$ cat src/rtl/pmc_pkg.sv
// ----------------------------------------------------------------------------
// pmc_pkg
// Shared types, widths and the tanh table builder for the perceptron
// motor controller.
// ----------------------------------------------------------------------------
package pmc_pkg;

    // sensor vector and weight table layout
    localparam int SENSOR_COUNT = 8;
    localparam int WEIGHT_COUNT = 18;
    localparam int TRANS_BIAS   = 8;
    localparam int ROT_BASE     = 9;
    localparam int ROT_BIAS     = 17;

    // field widths
    localparam int SENSOR_W = 12;
    localparam int WEIGHT_W = 16;
    localparam int WIDX_W   = 5;
    localparam int SPEED_W  = 16;
    localparam int DRIVE_W  = 17;

    // stream packing
    localparam int WIDX_LSB     = 0;
    localparam int WVAL_LSB     = WIDX_LSB + WIDX_W;
    localparam int SENSOR_LSB   = WVAL_LSB + WEIGHT_W;
    localparam int IN_FIELDS_W  = SENSOR_LSB + 8 * SENSOR_W;
    localparam int IN_TDATA_W   = ((IN_FIELDS_W + 7) / 8) * 8;
    localparam int OUT_FIELDS_W = 2 * DRIVE_W;
    localparam int OUT_TDATA_W  = ((OUT_FIELDS_W + 7) / 8) * 8;
    localparam int CFG_ADDR_W   = 1;

    // datapath widths
    localparam int PROD_W     = WEIGHT_W + SENSOR_W + 1;
    localparam int PAIR_COUNT = (SENSOR_COUNT + 1) / 2;
    localparam int PAIR_W     = PROD_W + 1;
    localparam int ACC_W      = 32;
    localparam int ACC_SHIFT  = 4;
    localparam int IDX_MAX    = 2047;
    localparam int TANH_DEPTH = IDX_MAX + 1;
    localparam int IDX_W      = $clog2(TANH_DEPTH);
    localparam int TANH_W     = 15;
    localparam int TANH_SCALE = 32767;
    localparam int TANH_SHIFT = 15;
    localparam int MAG_W      = TANH_W + SPEED_W;

    localparam int PIPE_STAGES = 6;

    localparam logic [SPEED_W-1:0] MAX_TRANS_RESET = SPEED_W'(512);
    localparam logic [SPEED_W-1:0] MAX_ROT_RESET   = SPEED_W'(2560);

    typedef enum logic [0:0] {
        KIND_LOAD = 1'b0,
        KIND_EVAL = 1'b1
    } t_kind;

    typedef enum logic [CFG_ADDR_W-1:0] {
        REG_MAX_TRANS = 1'b0,
        REG_MAX_ROT   = 1'b1
    } t_cfg_reg;

    // per-stage load enables, driven from the valid/ready chain
    typedef struct packed {
        logic lane;
        logic pair;
        logic sum;
        logic rom;
        logic mul;
        logic out;
    } t_pipe_ctl;

    typedef logic signed [PROD_W-1:0] t_prod;

    typedef struct packed {
        logic             neg;
        logic [IDX_W-1:0] mag;
    } t_tanh_arg;

    typedef logic [TANH_W-1:0] t_tanh_rom [TANH_DEPTH];

    localparam logic [63:0] Q62_ONE = 64'd1 << 62;
    localparam logic [63:0] Q40_ONE = 64'd1 << 40;

    // shift-subtract divide, used only while building the table
    function automatic logic [63:0] udiv_const(input logic [63:0] num,
                                               input logic [63:0] den,
                                               input int          qbits);
        logic [64:0] rem;
        logic [63:0] quo;
        rem = {1'b0, num} >> qbits;
        quo = '0;
        for (int b = qbits - 1; b >= 0; b--) begin
            rem = {rem[63:0], num[b]};
            if (rem >= {1'b0, den}) begin
                rem    = rem - {1'b0, den};
                quo[b] = 1'b1;
            end
        end
        return quo;
    endfunction

    // (a * b) >> 62 in 64-bit arithmetic
    function automatic logic [63:0] mul_q62(input logic [63:0] a,
                                            input logic [63:0] b);
        logic [63:0] al, ah, bl, bh, ll, lh, hl, hh, mid, lo, hi;
        al  = {32'd0, a[31:0]};
        ah  = {32'd0, a[63:32]};
        bl  = {32'd0, b[31:0]};
        bh  = {32'd0, b[63:32]};
        ll  = al * bl;
        lh  = al * bh;
        hl  = ah * bl;
        hh  = ah * bh;
        mid = (ll >> 32) + {32'd0, lh[31:0]} + {32'd0, hl[31:0]};
        lo  = {mid[31:0], ll[31:0]};
        hi  = hh + (lh >> 32) + (hl >> 32) + (mid >> 32);
        return (hi << 2) | (lo >> 62);
    endfunction

    // round(tanh(n/256) * 32767) for n = 0..2047, exact integer build
    function automatic t_tanh_rom build_tanh_rom();
        t_tanh_rom   rom;
        logic [63:0] term, c, u, uq, num, den, q;
        term = Q62_ONE;
        c    = Q62_ONE;
        u    = Q62_ONE;
        // c = exp(-1/128) from its series
        for (int k = 1; k < 20; k++) begin
            term = udiv_const(term, 64'(128 * k), 64);
            if (k[0]) begin
                c = c - term;
            end else begin
                c = c + term;
            end
        end
        for (int i = 0; i < TANH_DEPTH; i++) begin
            uq     = u >> 22;
            num    = 64'(2 * TANH_SCALE) * (Q40_ONE - uq) + (Q40_ONE + uq);
            den    = (Q40_ONE + uq) << 1;
            q      = udiv_const(num, den, 16);
            rom[i] = q[TANH_W-1:0];
            u      = mul_q62(u, c);
        end
        return rom;
    endfunction

endpackage

$ cat src/rtl/pmc_lane.sv
// ----------------------------------------------------------------------------
// pmc_lane
// One sensor lane: multiplies a sensor reading by its translation and
// rotation weights and registers both products.
// ----------------------------------------------------------------------------
module pmc_lane import pmc_pkg::*; (
    input  logic                       i_clk,
    input  logic                       i_en,
    input  logic [SENSOR_W-1:0]        i_sensor,
    input  logic signed [WEIGHT_W-1:0] i_weight_t,
    input  logic signed [WEIGHT_W-1:0] i_weight_r,
    output t_prod                      o_prod_t,
    output t_prod                      o_prod_r
);

    logic signed [SENSOR_W:0] sensor_s;
    t_prod                    n_prod_t;
    t_prod                    n_prod_r;
    t_prod                    r_prod_t;
    t_prod                    r_prod_r;

    assign sensor_s = $signed({1'b0, i_sensor});

    always_comb begin
        n_prod_t = i_weight_t * sensor_s;
        n_prod_r = i_weight_r * sensor_s;
    end

    always_ff @(posedge i_clk) begin
        if (i_en) begin
            r_prod_t <= n_prod_t;
            r_prod_r <= n_prod_r;
        end
    end

    assign o_prod_t = r_prod_t;
    assign o_prod_r = r_prod_r;

endmodule

$ cat config.mk
export PLATFORM = sky130hd
export DESIGN_NAME = pmc_lane
export DESIGN_NICKNAME = d
export VERILOG_FILES = /design/src/rtl/pmc_pkg.sv /design/src/rtl/pmc_lane.sv
export SDC_FILE = /design/constraint.sdc
export NUM_CORES = 1
export LEC_CHECK = 0
export BUFFER_PORTS_ARGS = -buffer_cell sky130_fd_sc_hd__buf_2
export CAP_MARGIN = 20
export CORE_ASPECT_RATIO = 0.9
export CORE_MARGIN = 1.5
export CORE_UTILIZATION = 38
export DETAILED_ROUTE_END_ITERATION = 12
export PLACE_DENSITY = 0.61
export RECOVER_POWER = 50
export SLEW_MARGIN = 20
export SYNTH_ARGS = -nofsm -noshare
export SYNTH_HDL_FRONTEND = slang
export SYNTH_SLANG_ARGS = --single-unit
$ cat constraint.sdc
create_clock -name i_clk -period 12.3 [get_ports i_clk]
set_clock_uncertainty 0.05 [all_clocks]
set_input_delay 0.615 -clock i_clk [delete_from_list [all_inputs] [get_ports i_clk]]
set_output_delay 0.615 -clock i_clk [all_outputs]
set_load 0.01 [all_outputs]
==> results.md <==
* Most frequent cells in the layout: inv_1 (507), fa_1 (356), nand2_1 (223)
* Actual slew at the worst max-slew pin at 3422 ps
* Final ANT Viol Nets at 0
* YS warnings at 0
* Fraction of registers with async set/reset at 0
* RSZ-0062 raised after global routing: false
* Main flop type after synthesis: edfxtp_1
* Sequential Area at 1742 µm²
* Worst slew margin at -1.281
* Residual DRC count at 0
* Pin count of the biggest net entering global routing at 59
* Hold Slack at 664.7 ps
* Initial antenna violation count at 4
* Final Hold Viols at 0
* Die area at 44,320 µm²
* Share of layout cells above drive strength 1 at 0.05479
* Crit path arrival time at 6840 ps
* Routed Wire Length at 33.65 mm
* Multi-input logic area at 12,460 µm²
* Nature of the critical path startpoint: primary input
* Worst hold path type: in2reg
* Initial Utilization at 0.3887
* CTS clk-pin slew, worst paths at 50 ps
* I/O Pins at 104
* CTS tree: yes
* First-pass iteration count of the detailed router at 5
* Hold-fix buffers, CTS at 0
* Type of the worst setup path: in2reg
* # setup viols final at 0
* Crit path max fanout at 32
* Filler instances at 4,252
* Via count at 11.42k
* Final #Nets at 2,356
* Min cycle time layout at 6782 ps
* Setup bufs post-CTS at 0
* Root buf cell: clkbuf_16
* Number of flops mapped to enable cells by yosys at 58
* Dpl hpwl at 27.53 mm
* Wirelength per Cell at 14.17 µm
* Unique masters post-synth at 56
* Sequential fraction of the synthesis area at 0.1064
* Post-CTS Resized at 0
* PortBufs at 103
* Most common cell after layout, fill and taps aside: inv_1
* Post-synth net total at 2,311
* Die Ht at 199.9 µm
* Crit. End Element: register
* CTS sink count at 58
* Worst EP required at 12,360 ps
* Setup total negative slack at 0 ps
* Die width at 221.8 µm
* Via density at 4.812
* Deepest clock path buffer count at 2
* Failing checks: max-capacitance violations, max-slew violations
* Flops & latches, synth at 58
* Grt ovf at 0
* Vias in the first global route at 12.48k
* GPL Wtd Cong at 0.8261
* Final Cycle Share at 0.5513
* Outcome: complete, but fails checks
* Num CTS Buffers at 9
* Netlist Area Pre-Place at 16,370 µm²
* Syn Inst Count at 1,775
* H-tree depth at 3
* Fin. max-slew vios at 92
* Syn Area/Cell at 9.220 µm²
* Core Box Area at 42,110 µm²
* Area delta synth->final at 7.469%
* First-pass GRT wire length at 59.16 mm
* Total GRT Usage at 0.1669
* Number of placement rows at 71
* Max Cap Violations at 2
* Fmax at 147.5 MHz
* Starting DRC count in detailed routing at 427
==> final cells by class <==
class,count,share of cell area
diodes,2,0.0002846
clock buffers,10,0.01302
clock inverters,6,0.004624
inverters,507,0.1082
multi-input cells,1140,0.7083
flip-flops and latches,58,0.09903
well taps,547,0.03891
repair buffers,104,0.02767
==> path summary, 6_finish.rpt <==
| path | end | startpoint | cells past startpoint |
|---|---|---|---|
| worst min-delay path | o_prod_r[0] | i_weight_r[0] | 2 |
| worst max-delay path | o_prod_t[27] | i_sensor[0] | 16 |
==> metal layers <==
layer / global-route usage / up-vias / part of all wire
met5: 0 / - / 0.00071
met4: 0.03070 / 4 / 0.011
met3: 0.03323 / 28 / 0.051
met2: 0.2856 / 229 / 0.48
met1: 0.2226 / 5891 / 0.46
li1: - / 5272 / -
==> critical path: stages <==
cell and delay [ps]:
clkbuf_1 1070, nand2_1 540, fa_1 790, inv_1 200
fa_1 510, fa_1 540, inv_1 50, fa_1 470
inv_1 40, ha_1 340, a21o_1 250, a211o_1 270
or3_1 390, a21oi_1 310, nor4b_1 110, a311o_1 320
==> cells by family after synthesis <==
group	after synthesis	synth area share
AO/OA/AOI/OAI	129	0.05291
XOR/XNOR	51	0.02729
adder cells (fa/ha/maj)	490	0.5379
buffers and inverters	577	0.1324
flip-flops	58	0.1064
multiplexers	1	0.0006116
AND/OR/NAND/NOR	469	0.1424
==> synth_stat cells, types with 2 or more instances <==
cell type / count / area [µm²]
a221o_1: 2 / 20.02
o2111ai_1: 2 / 17.52
o21ai_0: 21 / 105.1
nor3_1: 3 / 15.01
a21o_1: 16 / 120.1
o21bai_1: 3 / 22.52
o21a_1: 6 / 45.04
edfxtp_1: 58 / 1742
a221oi_1: 2 / 17.52
nand2_1: 223 / 837.1
xor2_1: 16 / 140.1
nand2b_1: 4 / 25.02
nand4_1: 2 / 12.51
nand4b_1: 2 / 17.52
and2_1: 181 / 1132
a21boi_0: 2 / 15.01
a211o_1: 4 / 35.03
and3_1: 5 / 31.28
a21oi_1: 41 / 205.2
a211oi_1: 8 / 60.06
a31oi_1: 5 / 31.28
o311ai_0: 2 / 17.52
nand3_1: 9 / 45.04
inv_1: 507 / 1903
ha_1: 134 / 1677
or3_1: 3 / 18.77
fa_1: 356 / 7127
a2bb2oi_1: 2 / 17.52
xnor2_1: 35 / 306.5
nor2b_1: 7 / 43.79
clkbuf_1: 69 / 259.0
nor2_1: 21 / 78.83
==> registers in the layout (all words and copies together) (netlist names) <==
register	cells
o_prod_r	29
o_prod_t	29
==> stage by stage <==
stage	utilization	std cells	cell area [µm²]	worst slack, ps
floorplan	-	1775	16370	6365
global placement	0.4111	2356	17310	5790
detailed placement	0.4111	2356	17310	5681
CTS	0.4184	2372	17620	6033
global route	0.4176	2372	17580	5115
finish	0.4177	2374	17590	5518
Power is not shown: default switching activity piles up to over one toggle a cycle in this logic, so the estimate is an artifact.
