$ cat src/rtl/pmc_pkg.sv
// ----------------------------------------------------------------------------
// pmc_pkg
// Shared types, widths and the tanh table builder for the perceptron
// motor controller.
// ----------------------------------------------------------------------------
package pmc_pkg;

    // sensor vector and weight table layout
    localparam int SENSOR_COUNT = 8;
    localparam int WEIGHT_COUNT = 18;
    localparam int TRANS_BIAS   = 8;
    localparam int ROT_BASE     = 9;
    localparam int ROT_BIAS     = 17;

    // field widths
    localparam int SENSOR_W = 12;
    localparam int WEIGHT_W = 16;
    localparam int WIDX_W   = 5;
    localparam int SPEED_W  = 16;
    localparam int DRIVE_W  = 17;

    // stream packing
    localparam int WIDX_LSB     = 0;
    localparam int WVAL_LSB     = WIDX_LSB + WIDX_W;
    localparam int SENSOR_LSB   = WVAL_LSB + WEIGHT_W;
    localparam int IN_FIELDS_W  = SENSOR_LSB + 8 * SENSOR_W;
    localparam int IN_TDATA_W   = ((IN_FIELDS_W + 7) / 8) * 8;
    localparam int OUT_FIELDS_W = 2 * DRIVE_W;
    localparam int OUT_TDATA_W  = ((OUT_FIELDS_W + 7) / 8) * 8;
    localparam int CFG_ADDR_W   = 1;

    // datapath widths
    localparam int PROD_W     = WEIGHT_W + SENSOR_W + 1;
    localparam int PAIR_COUNT = (SENSOR_COUNT + 1) / 2;
    localparam int PAIR_W     = PROD_W + 1;
    localparam int ACC_W      = 32;
    localparam int ACC_SHIFT  = 4;
    localparam int IDX_MAX    = 2047;
    localparam int TANH_DEPTH = IDX_MAX + 1;
    localparam int IDX_W      = $clog2(TANH_DEPTH);
    localparam int TANH_W     = 15;
    localparam int TANH_SCALE = 32767;
    localparam int TANH_SHIFT = 15;
    localparam int MAG_W      = TANH_W + SPEED_W;

    localparam int PIPE_STAGES = 6;

    localparam logic [SPEED_W-1:0] MAX_TRANS_RESET = SPEED_W'(512);
    localparam logic [SPEED_W-1:0] MAX_ROT_RESET   = SPEED_W'(2560);

    typedef enum logic [0:0] {
        KIND_LOAD = 1'b0,
        KIND_EVAL = 1'b1
    } t_kind;

    typedef enum logic [CFG_ADDR_W-1:0] {
        REG_MAX_TRANS = 1'b0,
        REG_MAX_ROT   = 1'b1
    } t_cfg_reg;

    // per-stage load enables, driven from the valid/ready chain
    typedef struct packed {
        logic lane;
        logic pair;
        logic sum;
        logic rom;
        logic mul;
        logic out;
    } t_pipe_ctl;

    typedef logic signed [PROD_W-1:0] t_prod;

    typedef struct packed {
        logic             neg;
        logic [IDX_W-1:0] mag;
    } t_tanh_arg;

    typedef logic [TANH_W-1:0] t_tanh_rom [TANH_DEPTH];

    localparam logic [63:0] Q62_ONE = 64'd1 << 62;
    localparam logic [63:0] Q40_ONE = 64'd1 << 40;

    // shift-subtract divide, used only while building the table
    function automatic logic [63:0] udiv_const(input logic [63:0] num,
                                               input logic [63:0] den,
                                               input int          qbits);
        logic [64:0] rem;
        logic [63:0] quo;
        rem = {1'b0, num} >> qbits;
        quo = '0;
        for (int b = qbits - 1; b >= 0; b--) begin
            rem = {rem[63:0], num[b]};
            if (rem >= {1'b0, den}) begin
                rem    = rem - {1'b0, den};
                quo[b] = 1'b1;
            end
        end
        return quo;
    endfunction

    // (a * b) >> 62 in 64-bit arithmetic
    function automatic logic [63:0] mul_q62(input logic [63:0] a,
                                            input logic [63:0] b);
        logic [63:0] al, ah, bl, bh, ll, lh, hl, hh, mid, lo, hi;
        al  = {32'd0, a[31:0]};
        ah  = {32'd0, a[63:32]};
        bl  = {32'd0, b[31:0]};
        bh  = {32'd0, b[63:32]};
        ll  = al * bl;
        lh  = al * bh;
        hl  = ah * bl;
        hh  = ah * bh;
        mid = (ll >> 32) + {32'd0, lh[31:0]} + {32'd0, hl[31:0]};
        lo  = {mid[31:0], ll[31:0]};
        hi  = hh + (lh >> 32) + (hl >> 32) + (mid >> 32);
        return (hi << 2) | (lo >> 62);
    endfunction

    // round(tanh(n/256) * 32767) for n = 0..2047, exact integer build
    function automatic t_tanh_rom build_tanh_rom();
        t_tanh_rom   rom;
        logic [63:0] term, c, u, uq, num, den, q;
        term = Q62_ONE;
        c    = Q62_ONE;
        u    = Q62_ONE;
        // c = exp(-1/128) from its series
        for (int k = 1; k < 20; k++) begin
            term = udiv_const(term, 64'(128 * k), 64);
            if (k[0]) begin
                c = c - term;
            end else begin
                c = c + term;
            end
        end
        for (int i = 0; i < TANH_DEPTH; i++) begin
            uq     = u >> 22;
            num    = 64'(2 * TANH_SCALE) * (Q40_ONE - uq) + (Q40_ONE + uq);
            den    = (Q40_ONE + uq) << 1;
            q      = udiv_const(num, den, 16);
            rom[i] = q[TANH_W-1:0];
            u      = mul_q62(u, c);
        end
        return rom;
    endfunction

endpackage

$ cat src/rtl/pmc_merge.sv
// ----------------------------------------------------------------------------
// pmc_merge
// Adds the lane products of one channel and its bias in a two-level
// registered tree, then scales and saturates the sum into a tanh index.
// ----------------------------------------------------------------------------
module pmc_merge import pmc_pkg::*; (
    input  logic                           i_clk,
    input  t_pipe_ctl                      i_ctl,
    input  t_prod [SENSOR_COUNT-1:0]       i_prod,
    input  logic signed [WEIGHT_W-1:0]     i_bias,
    output t_tanh_arg                      o_arg
);

    localparam logic signed [ACC_W-1:0] IdxHi = ACC_W'(IDX_MAX);
    localparam logic signed [ACC_W-1:0] IdxLo = -IdxHi;

    logic signed [WEIGHT_W-1:0] r_bias_lane;
    logic signed [WEIGHT_W-1:0] r_bias_pair;
    logic signed [PAIR_W-1:0]   n_pair [PAIR_COUNT];
    logic signed [PAIR_W-1:0]   r_pair [PAIR_COUNT];
    logic signed [ACC_W-1:0]    acc;
    logic signed [ACC_W-1:0]    idx;
    logic signed [ACC_W-1:0]    idx_abs;
    t_tanh_arg                  n_arg;
    t_tanh_arg                  r_arg;

    // bias travels beside the products so it matches the same weight snapshot
    always_ff @(posedge i_clk) begin
        if (i_ctl.lane) begin
            r_bias_lane <= i_bias;
        end
        if (i_ctl.pair) begin
            r_bias_pair <= r_bias_lane;
        end
    end

    for (genvar k = 0; k < PAIR_COUNT; k++) begin : g_pair
        if (2 * k + 1 < SENSOR_COUNT) begin : g_two
            assign n_pair[k] = PAIR_W'($signed(i_prod[2*k]))
                             + PAIR_W'($signed(i_prod[2*k+1]));
        end else begin : g_one
            assign n_pair[k] = PAIR_W'($signed(i_prod[2*k]));
        end
        always_ff @(posedge i_clk) begin
            if (i_ctl.pair) begin
                r_pair[k] <= n_pair[k];
            end
        end
    end

    always_comb begin
        acc = ACC_W'(r_bias_pair);
        for (int k = 0; k < PAIR_COUNT; k++) begin
            acc = acc + ACC_W'(r_pair[k]);
        end
        // arithmetic shift gives the floor
        idx     = acc >>> ACC_SHIFT;
        idx_abs = (idx < 0) ? -idx : idx;
        if (idx > IdxHi) begin
            n_arg.neg = 1'b0;
            n_arg.mag = IDX_W'(IDX_MAX);
        end else if (idx < IdxLo) begin
            n_arg.neg = 1'b1;
            n_arg.mag = IDX_W'(IDX_MAX);
        end else begin
            n_arg.neg = idx < 0;
            n_arg.mag = idx_abs[IDX_W-1:0];
        end
    end

    always_ff @(posedge i_clk) begin
        if (i_ctl.sum) begin
            r_arg <= n_arg;
        end
    end

    assign o_arg = r_arg;

endmodule

$ cat config.mk
export PLATFORM = sky130hd
export DESIGN_NAME = pmc_merge
export DESIGN_NICKNAME = d
export VERILOG_FILES = /design/src/rtl/pmc_pkg.sv /design/src/rtl/pmc_merge.sv
export SDC_FILE = /design/constraint.sdc
export NUM_CORES = 1
export LEC_CHECK = 0
export BUFFER_PORTS_ARGS = -buffer_cell sky130_fd_sc_hd__clkbuf_2
export CORE_UTILIZATION = 45
export CTS_BUF_LIST = sky130_fd_sc_hd__clkbuf_16
export DETAILED_ROUTE_END_ITERATION = 16
export GPL_ROUTABILITY_DRIVEN = 0
export HOLD_SLACK_MARGIN = 0.06
export PLACE_DENSITY = 0.66
export SETUP_SLACK_MARGIN = 0.4
export SYNTH_ARGS = -nofsm -noshare
export SYNTH_HDL_FRONTEND = slang
export SYNTH_SLANG_ARGS = --single-unit
$ cat constraint.sdc
create_clock -name i_clk -period 10.7 [get_ports i_clk]
set_input_delay 1.605 -clock i_clk [delete_from_list [all_inputs] [get_ports i_clk]]
set_output_delay 1.605 -clock i_clk [all_outputs]
set_load 0.005 [all_outputs]
==> metrics <==
Pins Over Slew Limit 0; CTS clk-pin slew, worst paths 0.07 ns; Syn Nets 2000; io pins 267; final total power 5.36 mW; clk_lat worst skew about 0.43 ns; actual slew at the worst max-slew pin between 0.9 and 1 ns; row cnt between 60 and 70; Hold WS 0.421 ns; total congestion overflow 0; worst path arrival time 7.69 ns; average routed wire per standard cell 16.1 um; most frequent cells in the layout clkbuf_2 (262), inv_1 (217), edfxtp_1 (164); Leakage around 8 nW; die width ~180 um; design area 17400 um2; Post-synth EDFFs 164; Synth area leaders edfxtp_1 (33%), fa_1 (13%), ha_1 (12%); Max H-tree Level 4; Hold Crit Class flop to flop; Worst Path Class, Setup flop to flop; Die Y-Extent 185 um; synth warn 0; CTS max path bufs 2; cts hold-fix bufs 0; Peak VDD IR 195 uV; global-route wire length before repair 56800 um; clock sink total around 160; mapped cell area 15000 um2; TritonCTS clock tree done; Seq/Total Area, Yosys 32.8%; combinational power share between 70% and 80%; nets@finish approximately 2300; Layout Skew 0.0181 ns; dpl hpwl slightly below 30000 um; setup bufs post-CTS 0; asr flop ratio synth 0%; most common cell after layout, fill and taps aside clkbuf_2; CTS resizes 0; DIE AREA 34100 um2; Synth Instances roughly 1500; period utilization roughly 70%; CP startpoint kind flop; total wire length 35700 um; Iteration-0 DRC Markers 767; Initial Util 45.9%; Root Buffer clkbuf_16; Max-cap violations 0; switching share of power approximately 50%; Tmin final 7.51 ns; Rel. slew slack roughly two fifths; Non-Filler Instances 2222; drt drc 0; GRT Util Overall 21.4%; Avg Cell Area, Syn 10.0 um2; Top FF cell, synth edfxtp_1; Core ar. 32700 um2; post-synth top area cell edfxtp_1; PD cells 308 nW/um2; PortBufs approximately 260; vias post-DR 11837; Max Clock Freq between 0.1 and 0.15 GHz; n_diodes 0; via/cell ratio approximately 5.3; post-synth cell types 79; largest net degree at the start of global routing 70; DRT Pass-1 Iters 7; Seq pwr share 17.5%; Final Hold Fails 0; Num CTS Buffers 17; final setup TNS 0 ns; Area growth, synth to finish 15.8%; CP required around 11 ns; final setup vio count 0; switching power total 2.61 mW; placed insts 2190; outcome completed; Clk pwr share 11.1%; placed instance area about 17000 um2; maximum fanout along the worst path 10; initial antenna violation count 0; share of cells above drive strength 1 17.8%; Pint 2.76 mW; Synth Register Bits 164; area share of the largest cell type after synthesis roughly a third; antenna-violating nets left 0; vias in the first global route ~12000; RSZ-0062 raised after global routing false; Worst setup EP type flop
[critical path, cell delays in order, from the launching register on]
cell	delay (ns)
edfxtp_1	0.67
inv_1	0.38
fa_1	0.63
inv_1	0.06
fa_1	0.50
inv_1	0.05
fa_1	0.51
inv_1	0.05
ha_1	0.46
nand2_1	0.15
nor2_1	0.32
nand3_1	0.13
a211o_1	0.34
and3b_1	0.21
xnor2_1	0.31
nand3_1	0.12
nor4b_1	0.32
nand4_1	0.14
or3_1	0.37
ha_1	0.33
or4_1	0.66
or3_1	0.35
a31o_1	0.21
[area by class of cell]
cell class                      instances  area, um2
Fill cell                            2981      15300
Multi-Input combinational cell       1102       9190
Sequential cell                       164       4920
Timing Repair Buffer                  265       1340
Inverter                              217        815
Tap cell                              442        553
Clock buffer                           17        425
Clock inverter                         15        144
[cells in the mapped netlist, drive strengths merged, types with 27 or more instances]
cell / n
xor2: 27
o21ai: 70
nand2: 53
nor2: 95
xnor2: 87
a21o: 61
inv: 217
fa: 94
edfxtp: 164
nor2b: 27
nand3: 30
nor3: 32
a21oi: 112
ha: 149
[metrics by stage]
stage / utilization, % / setup slack (ns)
final: 53.2 / 3.19
after global routing: 53.2 / 2.71
after CTS: 53.2 / 3.18
after detailed placement: 51.4 / 3.24
after global placement: 51.4 / 3.31
after floorplan: - / 3.87
[power groups by stage]
stage	Sequential (mW)	Combinational, mW	Clock (mW)
final	0.940	3.83	0.596
after global routing	0.953	4.27	0.631
after CTS	0.942	3.79	0.610
after detailed placement	0.955	3.76	0
after global placement	0.954	3.69	0
after floorplan	0.947	2.97	0
[flip-flops by register name (all words and copies together) (netlist names)]
name	count
r_pair	120
r_bias_lane	16
r_bias_pair	16
o_arg	12
[worst paths after layout]
kind,start,to,slack (ns),cells after the start
min reg2reg,r_bias_lane[7],r_bias_pair[7],0.42,0
min,r_bias_lane[7],r_bias_pair[7],0.42,0
max reg2reg,r_bias_pair[15],o_arg[9],3.19,22
max,r_bias_pair[15],o_arg[9],3.19,22
[cells by family (layout without fill, tap and decap cells)]
logic type | after synthesis | count (layout) | synth area share (%)
xor+xnor | 114 | 114 | 6.65
compound gates | 389 | 389 | 17.3
simple gates | 353 | 353 | 12.2
mux | 3 | 3 | 0.208
fa+ha+maj | 243 | 243 | 24.9
flops | 164 | 164 | 32.8
buf+inv | 236 | 514 | 6.01
[routing by layer]
layer	global-route usage [%]	vias to the layer above	part of all wire (%)	wire [um]
met2	34.9	353	47	16700
met3	1.92	52	4.9	1750
met5	0	-	0	0
met1	29.7	5542	46	16400
li1	-	5890	-	-
met4	7.27	0	2.5	878
No activity file was read; power rests on OpenSTA's default activity.
